$ cat src/hdl/tah_pkg.sv
// Shared constants, types and the calibration function of the throttle averaging filter.
package tah_pkg;

    // Ring depth (a power of two) and the derived shift for the average.
    localparam int DEPTH      = 16;
    localparam int DEPTH_LOG2 = $clog2(DEPTH);

    // Field widths.
    localparam int ADC_W   = 12;
    localparam int LEVEL_W = 15;
    localparam int CAL_W   = 17;
    localparam int SUM_W   = CAL_W + DEPTH_LOG2;
    localparam int CMP_W   = CAL_W + 1;
    localparam int IDX_W   = 8;

    // Calibration offset and upper clamp, in 1/256 percent.
    localparam int CAL_OFFSET = 6516;
    localparam int LEVEL_MAX  = 25600;

    // Register indexes and reset values.
    localparam logic [IDX_W-1:0]   CFG_ACTIVATE_LEVEL = IDX_W'(0);
    localparam logic [IDX_W-1:0]   CFG_RELEASE_WIDTH  = IDX_W'(1);
    localparam logic [LEVEL_W-1:0] ACTIVATE_RESET     = LEVEL_W'(1280);
    localparam logic [LEVEL_W-1:0] RELEASE_RESET      = LEVEL_W'(512);

    typedef logic signed [CAL_W-1:0] cal_t;
    typedef logic signed [SUM_W-1:0] sum_t;

    // Window stage to threshold stage: pending flag and the running sum.
    typedef struct packed {
        logic valid;
        sum_t sum;
    } win_stage_t;

    // floor(adc * 25 / 2) - offset, with 25 * adc built from shifts.
    function automatic cal_t calibrate(input logic [ADC_W-1:0] adc);
        logic [ADC_W+4:0] prod;
        logic [ADC_W+3:0] half;
        prod = {adc, 4'b0000} + {1'b0, adc, 3'b000} + {5'b00000, adc};
        half = prod[ADC_W+4:1];
        return cal_t'({1'b0, half}) - cal_t'(CAL_OFFSET);
    endfunction

endpackage

$ cat src/hdl/throttle_average_hysteresis.sv
// Throttle averaging filter with hysteresis threshold, top level.
//
//  channel  direction  handshake          payload
//  s_       in         s_valid/s_ready    s_adc_sample[11:0]
//  m_       out        m_valid/m_ready    m_throttle_level[14:0], m_active
//  cfg_     in         cfg_valid/cfg_ready cfg_index[7:0], cfg_data[14:0]
//
// One item per cycle unless m_ stalls; an item is registered in the
// running sum, then in the result register. These and the window cells are
// separate stages, so an item can be taken while an earlier result waits at
// m_ if the sum stage is empty. Synchronous reset clears the window, the sum,
// the flag and sets the config defaults. The config port is always ready.
module throttle_average_hysteresis
    import tah_pkg::*;
(
    input  logic               aclk,
    input  logic               aresetn,
    input  logic               s_valid,
    output logic               s_ready,
    input  logic [ADC_W-1:0]   s_adc_sample,
    output logic               m_valid,
    input  logic               m_ready,
    output logic [LEVEL_W-1:0] m_throttle_level,
    output logic               m_active,
    input  logic               cfg_valid,
    output logic               cfg_ready,
    input  logic [IDX_W-1:0]   cfg_index,
    input  logic [LEVEL_W-1:0] cfg_data
);

    win_stage_t         win_stage;
    logic               hyst_ready;
    logic [LEVEL_W-1:0] activate_reg;
    logic [LEVEL_W-1:0] activate_next;
    logic [LEVEL_W-1:0] release_reg;
    logic [LEVEL_W-1:0] release_next;

    assign cfg_ready = 1'b1;

    // Register decode; unknown indexes are ignored.
    always_comb begin
        activate_next = activate_reg;
        release_next  = release_reg;
        if (cfg_valid && cfg_ready) begin
            unique case (cfg_index)
                CFG_ACTIVATE_LEVEL: activate_next = cfg_data;
                CFG_RELEASE_WIDTH:  release_next  = cfg_data;
                default: ;
            endcase
        end
    end

    always_ff @(posedge aclk) begin
        if (!aresetn) begin
            activate_reg <= ACTIVATE_RESET;
            release_reg  <= RELEASE_RESET;
        end else begin
            activate_reg <= activate_next;
            release_reg  <= release_next;
        end
    end

    tah_window u_window (
        .aclk        (aclk),
        .aresetn     (aresetn),
        .s_valid     (s_valid),
        .s_ready     (s_ready),
        .s_adc_sample(s_adc_sample),
        .stage_ready (hyst_ready),
        .stage_out   (win_stage)
    );

    tah_hyst u_hyst (
        .aclk            (aclk),
        .aresetn         (aresetn),
        .stage_in        (win_stage),
        .stage_ready     (hyst_ready),
        .activate_level  (activate_reg),
        .release_width   (release_reg),
        .m_valid         (m_valid),
        .m_ready         (m_ready),
        .m_throttle_level(m_throttle_level),
        .m_active        (m_active)
    );

endmodule

$ cat src/hdl/tah_cell.sv
// One cell of the sample window: holds one calibrated sample and passes it on.
module tah_cell
    import tah_pkg::*;
(
    input  logic aclk,
    input  logic aresetn,
    input  logic shift_en,
    input  cal_t sample_in,
    output cal_t sample_out
);

    cal_t sample_reg;
    cal_t sample_next;

    // Take the neighbor's sample when an item moves the window.
    always_comb begin
        sample_next = shift_en ? sample_in : sample_reg;
    end

    always_ff @(posedge aclk) begin
        if (!aresetn) begin
            sample_reg <= '0;
        end else begin
            sample_reg <= sample_next;
        end
    end

    assign sample_out = sample_reg;

endmodule

$ cat src/hdl/tah_window.sv
// Calibration, the chain of window cells and the running sum.
module tah_window
    import tah_pkg::*;
(
    input  logic             aclk,
    input  logic             aresetn,
    input  logic             s_valid,
    output logic             s_ready,
    input  logic [ADC_W-1:0] s_adc_sample,
    input  logic             stage_ready,
    output win_stage_t       stage_out
);

    cal_t       cal;
    logic       accept;
    cal_t       chain [DEPTH+1];
    logic       valid_reg;
    logic       valid_next;
    sum_t       sum_reg;
    sum_t       sum_next;

    assign cal    = calibrate(s_adc_sample);
    assign s_ready = !valid_reg || stage_ready;
    assign accept = s_valid && s_ready;

    // The newest sample enters cell 0; the last cell holds the sample
    // that leaves the window.
    assign chain[0] = cal;

    for (genvar i = 0; i < DEPTH; i++) begin : g_cell
        tah_cell u_cell (
            .aclk      (aclk),
            .aresetn   (aresetn),
            .shift_en  (accept),
            .sample_in (chain[i]),
            .sample_out(chain[i+1])
        );
    end

    // Running sum: add the new sample, drop the oldest.
    always_comb begin
        sum_next   = sum_reg;
        valid_next = valid_reg && !stage_ready;
        if (accept) begin
            sum_next   = sum_reg + sum_t'(cal) - sum_t'(chain[DEPTH]);
            valid_next = 1'b1;
        end
    end

    always_ff @(posedge aclk) begin
        if (!aresetn) begin
            valid_reg <= 1'b0;
            sum_reg   <= '0;
        end else begin
            valid_reg <= valid_next;
            sum_reg   <= sum_next;
        end
    end

    assign stage_out.valid = valid_reg;
    assign stage_out.sum   = sum_reg;

endmodule

$ cat src/hdl/tah_hyst.sv
// Average, clamp, hysteresis flag and the result register.
module tah_hyst
    import tah_pkg::*;
(
    input  logic               aclk,
    input  logic               aresetn,
    input  win_stage_t         stage_in,
    output logic               stage_ready,
    input  logic [LEVEL_W-1:0] activate_level,
    input  logic [LEVEL_W-1:0] release_width,
    output logic               m_valid,
    input  logic               m_ready,
    output logic [LEVEL_W-1:0] m_throttle_level,
    output logic               m_active
);

    localparam cal_t MAX_AVG = cal_t'(LEVEL_MAX);

    sum_t                     avg_wide;
    cal_t                     avg;
    cal_t                     avg_clamped;
    logic signed [CMP_W-1:0]  avg_ext;
    logic signed [CMP_W-1:0]  act_ext;
    logic signed [CMP_W-1:0]  release_lvl;
    logic                     take;
    logic                     active_reg;
    logic                     active_next;
    logic                     valid_reg;
    logic                     valid_next;
    logic [LEVEL_W-1:0]       level_reg;
    logic [LEVEL_W-1:0]       level_next;

    assign stage_ready = !valid_reg || m_ready;
    assign take        = stage_in.valid && stage_ready;

    // Floor average by arithmetic shift, clamped from above only.
    always_comb begin
        avg_wide    = stage_in.sum >>> DEPTH_LOG2;
        avg         = avg_wide[CAL_W-1:0];
        avg_clamped = (avg > MAX_AVG) ? MAX_AVG : avg;
        avg_ext     = CMP_W'(avg_clamped);
        act_ext     = signed'({{(CMP_W-LEVEL_W){1'b0}}, activate_level});
        release_lvl = act_ext - signed'({{(CMP_W-LEVEL_W){1'b0}}, release_width});
    end

    // Hysteresis update and the result for this item.
    always_comb begin
        active_next = active_reg;
        level_next  = level_reg;
        valid_next  = valid_reg && !m_ready;
        if (take) begin
            if (avg_ext > act_ext) begin
                active_next = 1'b1;
            end else if (avg_ext < release_lvl) begin
                active_next = 1'b0;
            end
            if (active_next && (avg_clamped > cal_t'(0))) begin
                level_next = avg_clamped[LEVEL_W-1:0];
            end else begin
                level_next = '0;
            end
            valid_next = 1'b1;
        end
    end

    always_ff @(posedge aclk) begin
        if (!aresetn) begin
            active_reg <= 1'b0;
            valid_reg  <= 1'b0;
        end else begin
            active_reg <= active_next;
            valid_reg  <= valid_next;
        end
    end

    always_ff @(posedge aclk) begin
        level_reg <= level_next;
    end

    assign m_valid          = valid_reg;
    assign m_throttle_level = level_reg;
    assign m_active         = active_reg;

endmodule

$ cat config.mk
export PLATFORM = sky130hd
export DESIGN_NAME = throttle_average_hysteresis
export DESIGN_NICKNAME = d
export VERILOG_FILES = /design/src/hdl/tah_pkg.sv /design/src/hdl/throttle_average_hysteresis.sv /design/src/hdl/tah_cell.sv /design/src/hdl/tah_window.sv /design/src/hdl/tah_hyst.sv
export SDC_FILE = /design/constraint.sdc
export NUM_CORES = 1
export LEC_CHECK = 0
export ABC_CLOCK_PERIOD_IN_PS = 5900
export BUFFER_PORTS_ARGS = -buffer_cell sky130_fd_sc_hd__buf_2
export CAP_MARGIN = 20
export CORE_MARGIN = 2
export CORE_UTILIZATION = 52
export CTS_CLUSTER_DIAMETER = 200
export DETAILED_ROUTE_END_ITERATION = 8
export PLACE_DENSITY = 0.69
export SYNTH_ARGS = -nofsm -noshare
export SYNTH_HDL_FRONTEND = slang
export SYNTH_SLANG_ARGS = --single-unit
$ cat constraint.sdc
create_clock -name aclk -period 5.9 [get_ports aclk]
set_input_delay 0.295 -clock aclk [delete_from_list [all_inputs] [get_ports aclk]]
set_output_delay 0.295 -clock aclk [all_outputs]
set_load 0.01 [all_outputs]
======== Word level (Yosys, flattened, before mapping) ========
Cells that the tools add are included.
word-level totals
  register bits ........................... 341
  bits of input ports ..................... 40
  output and inout bits ................... 19
  word-level logic and storage cells ...... 54
cells by class
  add/sub/neg operators ................... 6
  $lt $le $gt $ge ......................... 4
  equal/unequal tests ..................... 1
  mux-type cells .......................... 6
  reductions and logical operators ........ 14
operators with widths
  kind                                                              number
  adder 21 x 17 -> 21 bit                                           1
  subtractor 21 x 17 -> 21 bit                                      1
  adder 16 x 15 -> 17 bit                                           1
  adder 17 x 12 -> 17 bit                                           1
  greater-than comparator 17 x 1 -> 1 bit (second input constant)   1
  greater-than comparator 17 x 16 -> 1 bit                          1
  greater-than comparator 17 x 16 -> 1 bit (second input constant)  1
  < comparator 17 x 16 -> 1 bit                                     1
  2-to-1 mux 17 bit                                                 1
  subtractor 16 x 13 -> 17 bit (second input constant)              1
  subtractor 15 x 15 -> 16 bit                                      1
  equality test 8 x 1 -> 1 bit (second input constant)              1
  logical NOT 8 bit                                                 1
  logical AND 1 bit                                                 5
  2-to-1 mux 1 bit                                                  5
  logical NOT 1 bit                                                 4
  AND reduction 2 bit                                               2
  logical OR 1 bit                                                  2

======== Depth between registers and ports, before layout ========
Gate-level depths: netlist (run 1).
  depth in word-level cells ............... 7
  mapped depth ............................ 26
  mapped depth without buffers ............ 26

======== Modules after synthesis ========
From an unflattened synthesis (run 1), not the netlist that was laid out.
second synthesis, totals
  cells, all modules ...................... 1716
  area total of the unflattened synthesis .. 17590.6 um^2
by module, submodules not included
  module                       times used  cells an instance  area each (um^2)  sequential area each (um^2)
  tah_cell                     16          54                 651.9             340.3
  tah_window                   1           440                3621.0            440.4
  tah_hyst                     1           285                2327.2            490.5
  throttle_average_hysteresis  1           127                1212.4            600.6

======== Worst setup path after synthesis (run 1) ========
OpenSTA, ideal clock, no wires.
  kind .................................... input to register
  start ................................... input port s_adc_sample[0]
  end ..................................... register u_window.sum_reg[19]
  library setup time ...................... 0.115 ns
  data arrival time ....................... 4.876 ns
  data required time ...................... 5.785 ns
  path slack .............................. 0.909 ns
  cell stages on the path ................. 23
  path buffers ............................ 0
  path through ............................ inv_1 > fa_1 > inv_1 > ha_1 > inv_1 > fa_1 > o21bai_1 > nor4bb_1 > o21ai_0 > xor2_1 > fa_1 > inv_1 > ha_1 > nand4_1 > inv_1 > a221oi_1 > o31ai_1 > a41o_1 > a31oi_1 > a21oi_1 > xnor2_1 > o21ai_0 > and2_1
between the ends
  word-level cells in the longest chain between the ends .. 5
RTL lines
  item                            RTL line                           text
  from (decl)                     throttle_average_hysteresis.sv:20  input logic [ADC_W-1:0] s_adc_sample,
  adder 16 x 15 -> 17 bit         tah_pkg.sv:39                      prod = {adc, 4'b0000} + {1'b0, adc, 3'b000} + {5'b00000, adc};
  adder 17 x 12 -> 17 bit *       tah_pkg.sv:39
  subtractor 16 x 13 -> 17 bit *  tah_pkg.sv:41                      return cal_t'({1'b0, half}) - cal_t'(CAL_OFFSET);
  adder 21 x 17 -> 21 bit *       tah_window.sv:45                   sum_next = sum_reg + sum_t'(cal) - sum_t'(chain[DEPTH]);
  subtractor 21 x 17 -> 21 bit *  tah_window.sv:45
  to (signal assigned)            tah_window.sv:56                   sum_reg <= sum_next;
  to (decl)                       tah_window.sv:19                   sum_t sum_reg;
Mark *: on every way between the ends. The rest lies on a longest branch, timed or not.
A chain may end at the register's enable or synchronous reset.

======== Worst setup path after layout (run 1) ========
  start ................................... input port s_adc_sample[1]
  end ..................................... register u_window.sum_reg[20]
The elaborated chain is that of the path after synthesis.

==> summary by stage, run 1 <==
Yosys
The synthesized netlist devotes 19.59% of its cell area to simple gates. The post-synthesis average cell area is 8.466 um^2. During synthesis, Yosys emitted a total of 0 warnings.

The largest total area in the synthesized netlist belongs to sky130_fd_sc_hd__dfxtp_1. The dominant cell by count in the synthesized netlist is sky130_fd_sc_hd__nand2_1. Of the total synthesized cell area, the portion taken by XOR and XNOR cells is 2.339%.

Multiplexer cells account for 1.830% of the synthesized area. In this run the cell area of the synthesized design comes to 0.01648 mm^2. Counting flops with a built-in enable in the synthesized netlist gives 15.

The net count after synthesis is 2102. Ranked by total cell area, the synthesized netlist is headed by sky130_fd_sc_hd__dfxtp_1, sky130_fd_sc_hd__nand2_1, sky130_fd_sc_hd__a21boi_0. The fraction of registers with async set or reset after synthesis is 0%. The number of distinct library cells after synthesis is 66. The main flop type after synthesis is sky130_fd_sc_hd__dfxtp_1. Sorting the synthesized cells by how often they occur yields sky130_fd_sc_hd__nand2_1, sky130_fd_sc_hd__dfxtp_1, sky130_fd_sc_hd__a21boi_0. The largest family of logic cells by synthesized area is simple AND/OR/NAND/NOR gates.

The synthesized netlist devotes 10.18% of its cell area to adder and majority cells. The sequential area share after synthesis is 42.35%. The area fraction in compound gates after synthesis is 18.77%. In this run the biggest area consumer among cell types represents 39.61% of the synthesized area.

Counting flops and latches in the post-synthesis netlist gives 341. After technology mapping, the gate count stands at 1946.

Setup path
STA classifies the critical path endpoint as a register. The critical path class is in -> reg. For the worst setup path, the data required time is 6340 ps. The maximum net fanout on the critical path is 4. The data arrival time of the worst path is 5740 ps.

The kind of start point of the critical path is a primary input.

Drt
The post-route DRC violation count is 0. The final route contains 12340 vias. After the first detailed-routing iteration, the DRC count stood at 845. The post-detailed-route count of antenna-violating nets is 0. The first-pass iteration count of the detailed router is 5. The routed via count divided by cell count is 5.216. The routed design has 31.11 mm of wire. The per-cell routed wire length is 13.15 um.

Timing
The max-slew violation total from the final report is 0. The worst path needs 5302 ps of the cycle, external delays included. The setup total negative slack is 0 ps.

The share of the cycle needed by the critical path after routing is 89.87%. The transition time of the tightest slew-check pin is 974.2 ps. Hold is met by 22.76 ps. The number of hold-slack violations in the final timing report came to 0. The minimum setup slack in the final design is 597.8 ps.

Setup repair after global routing left no endpoint under its margin. The achievable clock frequency is 188.6 MHz. The worst slew margin relative to its limit is 34.87%.

The final clock skew is 13.09 ps. The final-report setup violation count is 0.

Floorplan
The height of the chip is 182 um. For this design the top-level I/O count stands at 59. The standard cell core area is 0.03139 mm^2. The total die area is 0.03312 mm^2. The initial cell density of the core is 52.48%. The die is 182 um wide.

The initialized floorplan defines 65 standard-cell rows.

Clock network
For this design, the CTS-stage hold fixing added 0 buffers. The clock sink total is 341. TritonCTS built the clock tree.

The register clock-pin slew on the reported worst setup and hold paths is 60 ps. The number of setup buffers added after CTS is 0. The number of buffers created by CTS is 37. After clock tree synthesis, the repair step resized 0 gates. The source-to-sink clock delay at the later pin of the worst-skew pair is 510 ps.

Counting along the longest clock path gives a buffer depth of 3. In this run the clock root is driven by a sky130_fd_sc_hd__clkbuf_16. The number of H-tree levels is 2.

GRT
The global-route wire length before repair is 53.37 mm. Entering global routing, the biggest net connects 191 pins. The number of global-route vias before repair was 11425.

The overall global routing resource usage is 18.79%. The total congestion overflow is 0. The initial antenna violation count came to 0.

Final layout
In the final layout, the share of cells above drive strength 1 is 6.772%. 0 antenna diodes ended up in the layout. Cells fill 57.79% of the core in the end. The register with the most flip-flops in the layout has 272 of them. Summing all non-filler instances in the final layout gives an area of 0.01814 mm^2. In the final design database the tool counted 2099 nets. Excluding fillers, the count of instances in the completed layout stands at 2366. The area growth from synthesis to layout is 10.11%.

Hold path
The class of the worst hold path is in -> reg.

Power
The peak supply drop is 275.6 uV. The areal power density over the cells is 418.3 mW/mm^2. For this design the static power due to leakage is 6.797 nW. The design draws 7.589 mW.

Placed design
Counting tap cells, the placed design contains a total of 2306 instances. The HPWL after detailed placement is 20.25 mm. Port buffering added 57 buffers. The pre-CTS setup slack is 187.4 ps. In this run the cell area measured after placement is 0.01695 mm^2.

The weighted congestion reported at the end of routability-driven placement is 0.8251.

Status
The run finished with clean final reports.

Job
Across the run, the number of max-cap violations was 0.
## report_power, final
group / internal (mW) / switching (mW) / leakage, nW
Clock: 1.37 / 0.888 / 0.584
Combinational: 1.17 / 1.64 / 3.43
Sequential: 2.44 / 0.0774 / 2.78
## cells in the final DEF (no fill, tap or decap), types with 17 or more instances in the layout
master                        n
sky130_fd_sc_hd__nand2_1    576
sky130_fd_sc_hd__o21ai_0     45
sky130_fd_sc_hd__mux2i_1     29
sky130_fd_sc_hd__ha_1        86
sky130_fd_sc_hd__buf_2       56
sky130_fd_sc_hd__xnor2_1     22
sky130_fd_sc_hd__a21oi_1     45
sky130_fd_sc_hd__fa_1        30
sky130_fd_sc_hd__inv_1      108
sky130_fd_sc_hd__dfxtp_1    326
sky130_fd_sc_hd__a21boi_0   264
sky130_fd_sc_hd__and2_1      19
sky130_fd_sc_hd__a21o_1      17
sky130_fd_sc_hd__clkbuf_16   39
sky130_fd_sc_hd__nor2b_1     39
sky130_fd_sc_hd__nor2_1      44
sky130_fd_sc_hd__xor2_1      22
## per-layer routing
metal	part of all wire (%)	wire length (um)	track usage [%]
met1	50	15640	26.62
met2	44	13610	29.82
met3	4.1	1271	2.988
met4	1.9	584	5.161
met5	0	0	0
## final cells by class
cell class | instances | area (um^2)
Clock inverter | 8 | 93.84
Inverter | 108 | 405.4
Timing Repair Buffer | 64 | 369.1
Tap cell | 402 | 503.0
Fill cell | 2838 | 13250
Sequential cell | 341 | 6977
Clock buffer | 52 | 1095
Multi-Input combinational cell | 1391 | 8698
## worst max-delay path, stage by stage
cell	delay, ps
sky130_fd_sc_hd__buf_2	120
sky130_fd_sc_hd__inv_1	100
sky130_fd_sc_hd__fa_1	430
sky130_fd_sc_hd__inv_1	80
sky130_fd_sc_hd__ha_1	190
sky130_fd_sc_hd__inv_1	60
sky130_fd_sc_hd__fa_1	440
sky130_fd_sc_hd__xnor2_1	320
sky130_fd_sc_hd__nand2_1	130
sky130_fd_sc_hd__nor3_1	250
sky130_fd_sc_hd__o21ai_1	130
sky130_fd_sc_hd__a311oi_1	430
sky130_fd_sc_hd__a22o_1	310
sky130_fd_sc_hd__xnor2_1	140
sky130_fd_sc_hd__fa_1	530
sky130_fd_sc_hd__inv_1	40
sky130_fd_sc_hd__ha_1	340
sky130_fd_sc_hd__o21ai_0	280
sky130_fd_sc_hd__a21oi_1	70
sky130_fd_sc_hd__o21a_1	140
sky130_fd_sc_hd__o211ai_1	260
sky130_fd_sc_hd__o21ai_0	180
sky130_fd_sc_hd__nand3_1	90
sky130_fd_sc_hd__nor3b_2	180
sky130_fd_sc_hd__mux2i_1	190
## worst paths after layout
check | cells past startpoint | slack (ps) | from | to
worst max-delay path | 25 | 600 | s_adc_sample[1] | u_window.sum_reg[20]
worst min-delay path | 3 | 20 | cfg_data[9] | release_reg[9]
worst max register to register | 17 | 1330 | u_window.sum_reg[14] | u_hyst.m_throttle_level[11]
worst min register to register | 2 | 450 | u_window.g_cell[14].u_cell.sample_out[7] | u_window.g_cell[15].u_cell.sample_out[7]
## cell families (layout without fill, tap and decap cells)
kind of cell,count (synthesis),in the layout
xor gates and xnor gates,44,44
other,1,1
buffers and inverters,214,232
and+or+nand+nor,762,762
DFF,341,341
muxes,30,30
adders and majority gates,116,116
AOI/OAI and AO/OA,438,438
Power figures use the tool's default switching activity.
==> inputs of run 2 (changes only) <==
--- a/config.mk
+++ b/config.mk
@@ -7,7 +7,6 @@
 export LEC_CHECK = 0
 export ABC_CLOCK_PERIOD_IN_PS = 5900
 export BUFFER_PORTS_ARGS = -buffer_cell sky130_fd_sc_hd__buf_2
-export CAP_MARGIN = 20
 export CORE_MARGIN = 2
 export CORE_UTILIZATION = 52
 export CTS_CLUSTER_DIAMETER = 200
@@ -15,4 +14,5 @@
 export PLACE_DENSITY = 0.69
 export SYNTH_ARGS = -nofsm -noshare
 export SYNTH_HDL_FRONTEND = slang
+export SYNTH_HIERARCHICAL = 1
 export SYNTH_SLANG_ARGS = --single-unit
==> summary by stage, run 2 <==
Final layout
The number of nets in the layout is 1906 (-9.2%). Leaving out fill and tap cells, the most frequent cell in the layout is sky130_fd_sc_hd__dfxtp_1. The final cell area excluding filler cells is 0.01924 mm^2 (+6.1%). In the layout the commonest cells are sky130_fd_sc_hd__dfxtp_1, sky130_fd_sc_hd__mux2i_1, sky130_fd_sc_hd__nor2b_1. The share of final-layout standard cells stronger than drive strength 1 is 8.954% (+2.2 points).

The number of flip-flops under the largest register name is 272 (unchanged). Relative to the synthesized area, the layout overhead comes to 9.389%. The number of antenna diodes was 0 (unchanged).

The final design utilization was 57.53% (-0.26 points). The final cell count without fillers is 2235 (-5.5%).

Clock network
The number of buffers created by CTS is 39 (+5.4%). The register clock-pin slew on the reported worst setup and hold paths is 50 ps (about the same). The number of H-tree levels came to 2 (unchanged). The buffer type at the clock tree root is sky130_fd_sc_hd__clkbuf_16. The clock sink total is 341 (unchanged). The number of buffers on the longest clock path is 3 (unchanged). The number of buffers inserted to repair setup after CTS was 0 (unchanged).

TritonCTS built the clock tree. The source-to-sink clock delay at the later pin of the worst-skew pair is 560 ps (+50 ps).

Drt
The routed via count divided by cell count is 5.170 (-0.88%). The post-detailed-route count of antenna-violating nets came to 0 (unchanged). The first-pass iteration count of the detailed router is 5 (unchanged). The post-route DRC violation count came to 0 (unchanged).

The routed via count is 11554 (-6.4%). The violation count after the first detailed-route iteration is 557 (-34%). The per-cell routed wire length was 15.35 um (+17%). The detailed-route wire length is 34.31 mm (+10%).

GRT
The total congestion overflow is 0 (unchanged). The global-route wire length before repair was 57.26 mm (+7.3%). The pin count of the biggest net entering global routing is 251 (+31%). The number of global-route vias before repair is 11431 (+0.053%). The initial antenna violation count is 0 (unchanged). The overall global routing resource usage is 19.69% (+0.89 points).

Setup path
STA classifies the critical path startpoint as a primary input. The cell family contributing the most delay on the critical path is adder cells. The critical path class is in -> reg. The delay of the slowest cell on the worst path is 490 ps (-40 ps).

The slowest stage of the critical path belongs to the cell sky130_fd_sc_hd__fa_1. The data arrival time of the worst path was 5480 ps (-260 ps). The most frequent cell on the critical path is sky130_fd_sc_hd__o21ai_0. The critical path required time came to 6330 ps (about the same). The maximum net fanout on the critical path came to 6 (+2).

The critical path capture point type is a register. Traced cell by cell, the critical path runs through buf_2, inv_1, fa_1, inv_1, ha_1, inv_1, fa_1, xnor2_1, nor3b_1, nor3b_1, o21ai_1, a211oi_2, o21ai_0, o21ai_0, fa_1, ha_1, a21oi_1, o21ai_0, a211oi_1, o21ai_0, a41oi_1, mux2i_1, nand3_1. The number of buffers and inverters on the critical path came to 4 (-1).

Placed design
The total half-perimeter wirelength after legalization and detailed placement came to 23.30 mm (+15%). The weighted congestion reported at the end of routability-driven placement is 0.8852 (+7.3%). The pre-CTS setup slack was 368.6 ps (+181.1 ps). The quantity of I/O buffers inserted on ports came to 57 (unchanged). The total placed instance area came to 0.01786 mm^2 (+5.3%). The post-placement cell count is 2155 (-6.5%).

Timing
The final critical delay including setup and external delays came to 5057 ps (-245.6 ps). The transition time of the tightest slew-check pin was 921.4 ps (-52.72 ps). Setup repair after global routing left no endpoint under its margin.

The worst slew margin relative to its limit is 38.37% (+3.5 points). The final clock skew is 22.67 ps (+9.575 ps). The achievable clock frequency is 197.8 MHz (+4.9%). The share of the cycle needed by the critical path after routing is 85.70% (-4.2 points). The setup total negative slack is 0 ps (unchanged). The worst hold-check slack is 24.87 ps (+2.108 ps). The minimum setup slack in the final design is 843.4 ps (+245.6 ps). The number of hold-slack violations in the final timing report is 0 (unchanged). The max-slew violation total from the final report came to 0 (unchanged).

The final-report setup violation count is 0 (unchanged).

Floorplan
The total die area came to 0.03532 mm^2 (+6.6%). The standard-cell row count is 67 (+3.1%). The initial cell density of the core is 52.59% (+0.11 points). The die outline width came to 187.9 um (+3.3%). The number of top-level pins came to 59 (unchanged). The standard cell core area is 0.03345 mm^2 (+6.5%). The height of the chip is 187.9 um (+3.3%).

Hold path
The class of the worst hold path is in -> reg.

Yosys
The number of distinct library cells after synthesis is 89 (+35%). The fraction of registers with async set or reset after synthesis is 0% (unchanged). The net count after synthesis was 1865 (-11%). The post-synthesis instance area is 0.01759 mm^2 (+6.8%). Yosys instantiated no cell more often than sky130_fd_sc_hd__dfxtp_1. The number of storage elements in the synthesis netlist was 341 (unchanged). The synthesized design spends more area on one cell type than any other, namely sky130_fd_sc_hd__dfxtp_1. The post-synthesis average cell area is 10.25 um^2 (+21%).

The number of flops mapped to enable cells by yosys was 15 (unchanged). After synthesis, the most frequently instantiated cells are sky130_fd_sc_hd__dfxtp_1, sky130_fd_sc_hd__mux2i_1, sky130_fd_sc_hd__nor2b_1. The gate count after technology mapping came to 1716 (-12%). The sequential area share after synthesis is 39.66% (-2.7 points). By area the synthesized netlist is led by sky130_fd_sc_hd__dfxtp_1, sky130_fd_sc_hd__mux2i_1, sky130_fd_sc_hd__nor2b_1. The proportion of netlist area held by the largest area contributor is 37.10% (-2.5 points). For this run, the leading register cell type out of synthesis is sky130_fd_sc_hd__dfxtp_1.

The warning count from the yosys run is 6 (+6).

Power
The areal power density over the cells came to 434.4 mW/mm^2 (+3.8%). The peak supply drop is 368.1 uV (+34%). The leakage dissipation is 7.820 nW (+15%).

The total power of the final layout is 8.359 mW (+10%).

Job
The max-capacitance violation count is 0 (unchanged).

Status
The run finished with clean final reports.
==> run 2: changes by cell type after synthesis, sizes merged, moves of 23 or more <==
| cell | previous run | this run |
|---|---|---|
| clkbuf | 90 | 34 |
| buf | 16 | 39 |
| nand2 | 577 | 91 |
| a21boi | 265 | 7 |
| mux2i | 29 | 301 |
| nor2b | 40 | 291 |
==> run 2: worst paths after layout <==
check	cells after the start	slack, ps	to	startpoint
worst min register to register	2	460	release_reg[13]	release_reg[13]
worst max-delay path	23	840	u_window/sum_reg[19]	s_adc_sample[1]
worst max register to register	12	960	u_hyst/m_throttle_level[5]	u_window/sum_reg[15]
worst min-delay path	3	20	release_reg[6]	cfg_data[6]
==> run 2: tightest hold or removal path: stages <==
cell                      delay (ps)
sky130_fd_sc_hd__buf_2            90
sky130_fd_sc_hd__nand2_1          60
sky130_fd_sc_hd__mux2i_1          60
==> run 2: layout make-up <==
type                            instances  area, um^2
Multi-Input combinational cell       1200        9547
Tap cell                              448       560.5
Clock buffer                           58        1147
Inverter                              102       390.4
Sequential cell                       341        6977
Timing Repair Buffer                   73       474.2
Clock inverter                         13       146.4
Fill cell                            2941       14210
==> run 2: metal layers <==
layer	vias to the layer above	track usage, %	part of all wire (%)
met1	5390	25.77	48
met5	-	0	0
met3	54	3.612	3.5
li1	5962	-	-
met2	148	32.26	45
met4	0	7.692	3.3
==> run 2: logic make-up after synthesis <==
kind of cell,synth area share (%)
other cells,0.02132
flops,39.66
fa+ha+maj,9.325
compound gates,7.405
simple gates,18.16
xor+xnor,2.233
mux,17.13
buf+inv,6.067
==> run 2: report_power, final <==
part	internal, mW	leakage, nW	switching (mW)	total, mW
clock	1.41	0.631	0.974	2.38
combinational	1.38	4.42	2.01	3.39
sequential	2.45	2.77	0.131	2.59
total	5.24	7.82	3.12	8.36
==> run 2: timing repair <==
item	in CTS	in global routing
hold endpoints to repair	10	0
resized for setup	0	0
hold buffers	9	0
